## config.mk

```make
export PLATFORM = sky130hd
export DESIGN_NAME = tcce_sequencer
export DESIGN_NICKNAME = d
export VERILOG_FILES = /design/src/hw/rtl/tcce_pkg.sv /design/src/hw/rtl/tcce_sequencer.sv
export SDC_FILE = /design/constraint.sdc
export NUM_CORES = 1
export LEC_CHECK = 0
export BUFFER_PORTS_ARGS = -buffer_cell sky130_fd_sc_hd__buf_2
export CORE_MARGIN = 2
export CORE_UTILIZATION = 35
export DETAILED_ROUTE_END_ITERATION = 12
export SLEW_MARGIN = 25
export SYNTH_ARGS = -nofsm -noshare
export SYNTH_HDL_FRONTEND = slang
export SYNTH_SLANG_ARGS = --single-unit
export TNS_END_PERCENT = 30
```

## constraint.sdc

```tcl
create_clock -name aclk -period 6.8 [get_ports aclk]
set_input_delay 0.34 -clock aclk [delete_from_list [all_inputs] [get_ports aclk]]
set_output_delay 0.34 -clock aclk [all_outputs]
set_load 0.02 [all_outputs]
```

## src/hw/rtl/tcce_pkg.sv

```systemverilog
// ----------------------------------------------------------------------------
// Text console cursor engine package
// Shared widths, command codes, microcode word layout and the control program.
// ----------------------------------------------------------------------------
package tcce_pkg;

    localparam int DEF_COLS = 80;
    localparam int DEF_ROWS = 25;

    localparam int CMD_W   = 3;
    localparam int CHAR_W  = 8;
    localparam int ROW_W   = 5;
    localparam int COL_W   = 7;
    localparam int COLOR_W = 8;
    localparam int CELL_W  = 16;

    localparam logic [CMD_W-1:0] CMD_PUT   = 3'd0;
    localparam logic [CMD_W-1:0] CMD_CLEAR = 3'd1;
    localparam logic [CMD_W-1:0] CMD_SET   = 3'd2;
    localparam logic [CMD_W-1:0] CMD_READ  = 3'd3;
    localparam logic [CMD_W-1:0] CMD_WRITE = 3'd4;

    localparam logic [CHAR_W-1:0] CH_NEWLINE = 8'd10;
    localparam logic [CHAR_W-1:0] CH_RETURN  = 8'd13;
    localparam logic [CHAR_W-1:0] CH_SPACE   = 8'd32;

    typedef enum logic [3:0] {
        ST_INIT,
        ST_IDLE,
        ST_PUT_PRINT,
        ST_NEWLINE,
        ST_ROW_INC,
        ST_CR,
        ST_COPY,
        ST_DRAIN,
        ST_FILL_ROW,
        ST_CLEAR,
        ST_SET,
        ST_READ,
        ST_READ_WAIT,
        ST_WRITE,
        ST_RESULT
    } step_t;

    typedef enum logic [2:0] {
        MEM_NONE,
        MEM_FILL_ZERO,
        MEM_FILL_BLANK,
        MEM_COPY,
        MEM_PUT,
        MEM_WRITE,
        MEM_READ
    } mem_op_t;

    typedef enum logic [2:0] {
        CUR_HOLD,
        CUR_COL0,
        CUR_ROW_INC,
        CUR_COL_STEP,
        CUR_HOME,
        CUR_SET
    } cur_op_t;

    typedef enum logic [2:0] {
        C_ALWAYS,
        C_ROW_LAST,
        C_COL_LAST,
        C_COPY_MORE,
        C_CELLS_MORE,
        C_OUT_BUSY,
        C_DISPATCH
    } cond_t;

    typedef struct packed {
        mem_op_t mem;
        cur_op_t cur;
        logic    ptr_inc;
        logic    take;
        logic    out_load;
        logic    val_cap;
        cond_t   cond;
        step_t   jump;
        step_t   next;
    } ucode_t;

    typedef struct packed {
        logic row_last;
        logic col_last;
        logic copy_more;
        logic cells_more;
        logic out_busy;
    } dp_status_t;

    // First step of the program for a newly accepted command.
    function automatic step_t entry_step(input logic [CMD_W-1:0] cmd,
                                         input logic [CHAR_W-1:0] ch);
        step_t s;
        unique case (cmd)
            CMD_PUT: begin
                if (ch == CH_NEWLINE) begin
                    s = ST_NEWLINE;
                end else if (ch == CH_RETURN) begin
                    s = ST_CR;
                end else begin
                    s = ST_PUT_PRINT;
                end
            end
            CMD_CLEAR: s = ST_CLEAR;
            CMD_SET:   s = ST_SET;
            CMD_READ:  s = ST_READ;
            CMD_WRITE: s = ST_WRITE;
            default:   s = ST_RESULT;
        endcase
        return s;
    endfunction

    // Control store: one word per step. A true condition takes jump, else next.
    function automatic ucode_t ucode_rom(input step_t step);
        ucode_t w;
        unique case (step)
            ST_INIT:      w = '{MEM_FILL_ZERO, CUR_HOLD, 1'b1, 1'b0, 1'b0, 1'b0,
                                C_CELLS_MORE, ST_INIT, ST_IDLE};
            ST_IDLE:      w = '{MEM_NONE, CUR_HOLD, 1'b0, 1'b1, 1'b0, 1'b0,
                                C_DISPATCH, ST_IDLE, ST_IDLE};
            ST_PUT_PRINT: w = '{MEM_PUT, CUR_COL_STEP, 1'b0, 1'b0, 1'b0, 1'b0,
                                C_COL_LAST, ST_NEWLINE, ST_RESULT};
            ST_NEWLINE:   w = '{MEM_NONE, CUR_COL0, 1'b0, 1'b0, 1'b0, 1'b0,
                                C_ROW_LAST, ST_COPY, ST_ROW_INC};
            ST_ROW_INC:   w = '{MEM_NONE, CUR_ROW_INC, 1'b0, 1'b0, 1'b0, 1'b0,
                                C_ALWAYS, ST_RESULT, ST_RESULT};
            ST_CR:        w = '{MEM_NONE, CUR_COL0, 1'b0, 1'b0, 1'b0, 1'b0,
                                C_ALWAYS, ST_RESULT, ST_RESULT};
            ST_COPY:      w = '{MEM_COPY, CUR_HOLD, 1'b1, 1'b0, 1'b0, 1'b0,
                                C_COPY_MORE, ST_COPY, ST_DRAIN};
            ST_DRAIN:     w = '{MEM_NONE, CUR_HOLD, 1'b0, 1'b0, 1'b0, 1'b0,
                                C_ALWAYS, ST_FILL_ROW, ST_FILL_ROW};
            ST_FILL_ROW:  w = '{MEM_FILL_BLANK, CUR_HOLD, 1'b1, 1'b0, 1'b0, 1'b0,
                                C_CELLS_MORE, ST_FILL_ROW, ST_RESULT};
            ST_CLEAR:     w = '{MEM_FILL_BLANK, CUR_HOME, 1'b1, 1'b0, 1'b0, 1'b0,
                                C_CELLS_MORE, ST_CLEAR, ST_RESULT};
            ST_SET:       w = '{MEM_NONE, CUR_SET, 1'b0, 1'b0, 1'b0, 1'b0,
                                C_ALWAYS, ST_RESULT, ST_RESULT};
            ST_READ:      w = '{MEM_READ, CUR_HOLD, 1'b0, 1'b0, 1'b0, 1'b0,
                                C_ALWAYS, ST_READ_WAIT, ST_READ_WAIT};
            ST_READ_WAIT: w = '{MEM_NONE, CUR_HOLD, 1'b0, 1'b0, 1'b0, 1'b1,
                                C_ALWAYS, ST_RESULT, ST_RESULT};
            ST_WRITE:     w = '{MEM_WRITE, CUR_HOLD, 1'b0, 1'b0, 1'b0, 1'b0,
                                C_ALWAYS, ST_RESULT, ST_RESULT};
            ST_RESULT:    w = '{MEM_NONE, CUR_HOLD, 1'b0, 1'b0, 1'b1, 1'b0,
                                C_OUT_BUSY, ST_RESULT, ST_IDLE};
            default:      w = '{MEM_NONE, CUR_HOLD, 1'b0, 1'b0, 1'b0, 1'b0,
                                C_ALWAYS, ST_IDLE, ST_IDLE};
        endcase
        return w;
    endfunction

endpackage

```

## src/hw/rtl/tcce_sequencer.sv

```systemverilog
// ----------------------------------------------------------------------------
// Text console microcode sequencer
// Step counter over the control store with conditional jumps and dispatch.
// ----------------------------------------------------------------------------
module tcce_sequencer (
    input  logic                          aclk,
    input  logic                          aresetn,
    input  logic                          s_valid,
    input  logic [tcce_pkg::CMD_W-1:0]    s_cmd,
    input  logic [tcce_pkg::CHAR_W-1:0]   s_char_code,
    input  tcce_pkg::dp_status_t          status,
    output tcce_pkg::ucode_t              cw,
    output logic                          ready
);
    import tcce_pkg::*;

    step_t step_reg;
    step_t step_next;
    logic  taken;

    assign cw    = ucode_rom(step_reg);
    assign ready = cw.take;

    always_comb begin
        unique case (cw.cond)
            C_ALWAYS:     taken = 1'b1;
            C_ROW_LAST:   taken = status.row_last;
            C_COL_LAST:   taken = status.col_last;
            C_COPY_MORE:  taken = status.copy_more;
            C_CELLS_MORE: taken = status.cells_more;
            C_OUT_BUSY:   taken = status.out_busy;
            C_DISPATCH:   taken = 1'b0;
            default:      taken = 1'b0;
        endcase

        if (cw.cond == C_DISPATCH && s_valid) begin
            step_next = entry_step(s_cmd, s_char_code);
        end else if (taken) begin
            step_next = cw.jump;
        end else begin
            step_next = cw.next;
        end
    end

    // Out of reset the program runs the clearing pass before going idle.
    always_ff @(posedge aclk) begin
        if (!aresetn) begin
            step_reg <= ST_INIT;
        end else begin
            step_reg <= step_next;
        end
    end

endmodule

```

; Yosys cells after proc, flatten, opt, wreduce, memory -nomap -nowiden
; Memories as Yosys holds them, arrays and structs flattened. A register that Yosys moved wholly into a read port is not among the register bits.
; Cells that the tools add are included.
[totals]
in_bits = 19
n_memories = 1
output_inout_bits = 22
romBits = 336
regBits = 0
wordCells = 23
[classes]
reduce_logical = 3
eq_ne = 12
mux = 7
[memory_table]
columns = name, words, width, rd, rd_ports_with_merged_regs, wr, line_no
row1 = (no name shown), 16, 21, 1, 1, 0, tcce_pkg.sv:120  ; unique case (step)
[op_table]
columns = cell, count
row1 = $pmux 4 s5, 1
row2 = $eq 8x4->1 const B, 2
row3 = $eq 3x2->1 const B, 4
row4 = $eq 3x3->1 const B, 4
row5 = $mux 4, 3
row6 = $eq 3x1->1 const B, 2
row7 = $logic_not 3->1, 2
row8 = $mux 3, 2
row9 = $pmux 1 s6, 1
row10 = $logic_and 1x1->1, 1

; Logic depth before layout (Yosys ltp)
[logic_depth]
word_depth = 6
mapped_depth = 11
depth_no_buf = 9

; Worst setup path after synthesis
; OpenSTA, ideal clock, no wires.
[synth_timing]
path_type = input port to flip-flop
from = input s_char_code[4] in the netlist's numbering
to = register, netlist name cw[1]
t_arrival_ns = 2.295
n_path_buf = 2
path_slack_ns = 4.375
setup_ns = 0.130
stages = 11
required_ns = 6.670
cell_sequence = or4b_4 a211oi_2 o21ai_2 a21boi_4 and2_4 buf_8 inv_4 ha_1 clkbuf_1 nor3_1 a211oi_2
[synth_between]
elab_chain_len = 6
[synth_rtl]
columns = element, line_no
row1 = start: declaration, tcce_sequencer.sv:10  ; input logic [tcce_pkg::CHAR_W-1:0] s_char_code,
row2 = $eq 8x4->1, tcce_pkg.sv:102  ; end else if (ch == CH_RETURN) begin
row3 = $mux 3, tcce_pkg.sv:102
row4 = $mux 3 *, tcce_pkg.sv:100  ; if (ch == CH_NEWLINE) begin
row5 = $pmux 4 s5 *, tcce_pkg.sv:98  ; unique case (cmd)
row6 = $mux 4 *, tcce_sequencer.sv:36  ; if (cw.cond == C_DISPATCH && s_valid) begin
row7 = $mux 4 (no source line) *, n/a
; Mark *: on every way between the ends. The rest lies on a longest branch, timed or not.

; Worst setup path in the final report
[layout_timing]
from = register, netlist name cw[9]
to = register, netlist name cw[1]
[layout_between]
elab_chain_len = 5
[layout_rtl]
columns = element, line_no
row1 = "$eq 3x3->1, or another cell as far along", tcce_sequencer.sv:25  ; unique case (cw.cond)
row2 = $pmux 1 s6, tcce_sequencer.sv:25
row3 = $mux 4, tcce_sequencer.sv:38  ; end else if (taken) begin
row4 = $mux 4 *, tcce_sequencer.sv:36
row5 = $mux 4 (no source line) *, n/a
; Marks and branches as above.

==> results.md <==
| Group | Item | This run |
| --- | --- | --- |
| outcome | Run status | completed |
| global routing | Vias in the first global route | 998 |
| logic synthesis | Sequential fraction of the synthesis area | 34.8% |
| critical path | Crit Path Max Fanout | 15 |
| cts | Number of hold buffers added after cts | 0 |
| finish | Antenna diode instance count | 0 |
| detailed routing | Count of vias placed by the detailed router | 1026 |
| sta | Slew Viols, Final | 0 |
| critical path | Worst reg2reg endpoint | cw[1] |
| sta | Count of final hold-check violations | 0 |
| logic synthesis | Unique cell type count in the Yosys netlist | 51 |
| logic synthesis | Cell with the most instances after synthesis | dfxtp_1 |
| sta | Unrepaired setup endpoints after global routing | false |
| critical path | R2R setup slack | 4.41 ns |
| sta | Worst slew pin tran | 0.508 ns |
| floorplanning | Placeable core area | 3340 um^2 |
| power and ir drop | Power per cell area | 489 nW/um^2 |
| critical path | CP endpoint kind | flop |
| cts | Num CTS Buffers | 3 |
| cts | Clock-pin transition on the worst setup and hold timing paths | 0.12 ns |
| global routing | Initial antenna violation count | 0 |
| logic synthesis | Avg Synthesized Cell Area | 10.3 um^2 |
| logic synthesis | Most area-consuming cells after synthesis | dfxtp_1 35%, mux2i_1 7.5%, ha_1 3.1% |
| floorplanning | Number of primary I/O pins | 41 |
| global routing | Aggregate global routing overflow | 0 |
| place | Half-perimeter wire length after placement | 2110 um |
| detailed routing | Routed length per instance | 13.9 um |
| hold path | Hold path start | aresetn |
| finish | Synthesis-to-layout area growth | 18.7% |
| critical path | Endpoint required time on the critical path | 7.00 ns |
| logic synthesis | Count of flip-flops with a built-in enable after synthesis | 0 |
| sta | Count of endpoints failing setup in the final report | 0 |
| critical path | Number of cells on the worst reg-to-reg path | 7 |
| floorplanning | Area enclosed by the die boundary | 3940 um^2 |
| cts | TritonCTS clock tree | yes |
| sta | Clock tree skew after final layout | 0.00362 ns |
| sta | TNS Setup | 0 ns |
| cts | Clock latency at the later pin of the worst-skew pair | 0.30 ns |
| critical path | Kind of start point of the critical path | flop |
| sta | Relative slew margins | 66.1% |
| logic synthesis | Synth async-reset ratio | 0% |
| hold path | Hold path cells | 4 |
| detailed routing | Starting DRC count in detailed routing | 59 |
| global routing | Maximum number of pins on one net before global-route repair | 18 |
| cts | Clock root cell | clkbuf_4 |
| cts | Number of setup buffers added after CTS | 0 |
| logic synthesis | Syn. warnings | 0 |
| cts | Buffers from clock root to sink, at most | 2 |
| logic synthesis | Yosys top cell area share | 34.8% |
| critical path | Worst setup path start | cw[9] |
| place | Final Wtd Congestion | 0.753 |
| floorplanning | Starting density of the core | 36.2% |
| cts | Deepest level of the CTS H-tree | 1 |
| critical path | Launch instance of the worst register-to-register path | cw[9] |
| global routing | Total routing resource utilization after global routing | 14.8% |
| detailed routing | Wirelength, routed | 2790 um |
| finish | Share of cells above drive strength 1 | 42.9% |
| place | Number of buffers inserted by port buffering | 40 |
| sta | Upper clock frequency limit | 419 MHz |
| floorplanning | Chip width | 62.8 um |
| global routing | Global-route wire length before repair | 4720 um |
| critical path | WP data arrival | 2.58 ns |
| floorplanning | Number of standard-cell rows in the floorplan | 21 |
| logic synthesis | Post-Syn Instances | 117 |
| sta | Final worst-path cycle share | 35.1% |
| hold path | Hold path endpoint | cw[6] |
| detailed routing | Antenna Nets Post-Route | 0 |
| detailed routing | Mean number of vias per cell | 5.13 |
| critical path | Kind of critical path | reg -> reg |
| floorplanning | Vertical die dimension | 62.8 um |
| job | Maxcap violations | 0 |
| logic synthesis | Most used flip-flop cell after synthesis | dfxtp_1 |
| logic synthesis | Synthesized netlist net count | 139 |
| finish | Largest register FFs | 21 |
| hold path | Worst min-delay path class | in -> reg |
| logic synthesis | Most frequent cells after synthesis | 21 x dfxtp_1, 9 x mux2i_1, 7 x nand3_1 |
| power and ir drop | Cell leakage power | 0.000637 uW |
| logic synthesis | Biggest area consumer among synthesized cells | dfxtp_1 |
| cts | # resized after CTS | 0 |
| detailed routing | Drt first pass iters | 4 |
| logic synthesis | Post-synth design cell area | 1210 um^2 |
| logic synthesis | #FFs+latches synth | 21 |
| detailed routing | DRC | 0 |
| finish | Post-Layout Cell Count | 200 |
| sta | Clock period minus final worst setup slack | 2.39 ns |
| cts | Sinks on Clock Net | 21 |
| finish | Number of nets at the end of the flow | 177 |
| place | Post-Place Cells | 196 |
| power and ir drop | Worst vdd rail ir drop | 0.000178 V |
metrics by stage:
step | power [uW] | util [%] | hold WS (ns) | setup slack (ns) | cell area [um^2]
after floorplan | 553 | - | 0.668 | 4.37 | 1210
after global placement | 637 | 42.2 | 0.758 | 4.30 | 1410
after detailed placement | 643 | 42.2 | 0.756 | 4.23 | 1410
after CTS | 705 | 43.0 | 0.520 | 4.44 | 1440
after global routing | 755 | 43.0 | 0.527 | 4.27 | 1440
final | 701 | 43.0 | 0.531 | 4.41 | 1440
worst max-delay path, cell delays in order (launching register included):
cell and delay [ns]:
dfxtp_1 0.41, nor4b_2 0.38, a21oi_2 0.12, and3_1 0.22, o311a_4 0.40, ha_1 0.34, nor3_1 0.33, a211oi_2 0.08
how the worst max path moves through the flow:
stage	to	depth (start not counted)
3_5_place_dp	cw[1]	10
2_1_floorplan	cw[1]	11
3_3_place_gp	cw[1]	10
6_report	cw[1]	7
5_1_grt	cw[19]	9
4_1_cts	cw[1]	7
cells in the final DEF (no fill, tap or decap), drive strengths merged, types with 2 or more instances in the layout:
| master | instances |
|---|---|
| buf | 41 |
| a21boi | 2 |
| and3 | 3 |
| nor3 | 2 |
| a211oi | 2 |
| o22ai | 2 |
| o41ai | 2 |
| o21ai | 8 |
| dfxtp | 21 |
| a21o | 2 |
| o21a | 3 |
| ha | 3 |
| inv | 3 |
| nand3 | 8 |
| a21oi | 6 |
| o2bb2ai | 3 |
| mux2i | 9 |
| a31oi | 3 |
| nand2 | 6 |
| nor2 | 5 |
| clkbuf | 3 |
cell type report:
cell class | instances | area, um^2
fill | 339 | 1900
multi-input combinational | 85 | 708
sequential | 21 | 420
timing repair buffer | 41 | 208
tap | 46 | 57.6
clock buffer | 3 | 22.5
inverter | 3 | 13.8
clock inverter | 1 | 5.00
power breakdown:
group	internal (uW)	switching, uW	total (uW)
combinational	163	271	434
clock	21.9	37.8	59.7
sequential	177	30.6	208
total	362	339	701
cells by family after synthesis:
logic type      after synthesis  share of synthesized area [%]
fa+ha+maj                     3                           3.11
compound gates               39                           29.6
simple gates                 33                           17.7
mux                           9                           7.45
buf+inv                      11                           6.62
xor+xnor                      1                          0.725
flops                        21                           34.8
per-layer routing:
metal / up-vias / wire length [um] / track usage (%)
li1: 516 / - / -
met1: 462 / 1340 / 20.0
met2: 42 / 1220 / 23.0
met3: 6 / 186 / 2.88
met4: 0 / 48 / 5.83
met5: - / 0 / 0
Power figures use the tool's default switching activity.
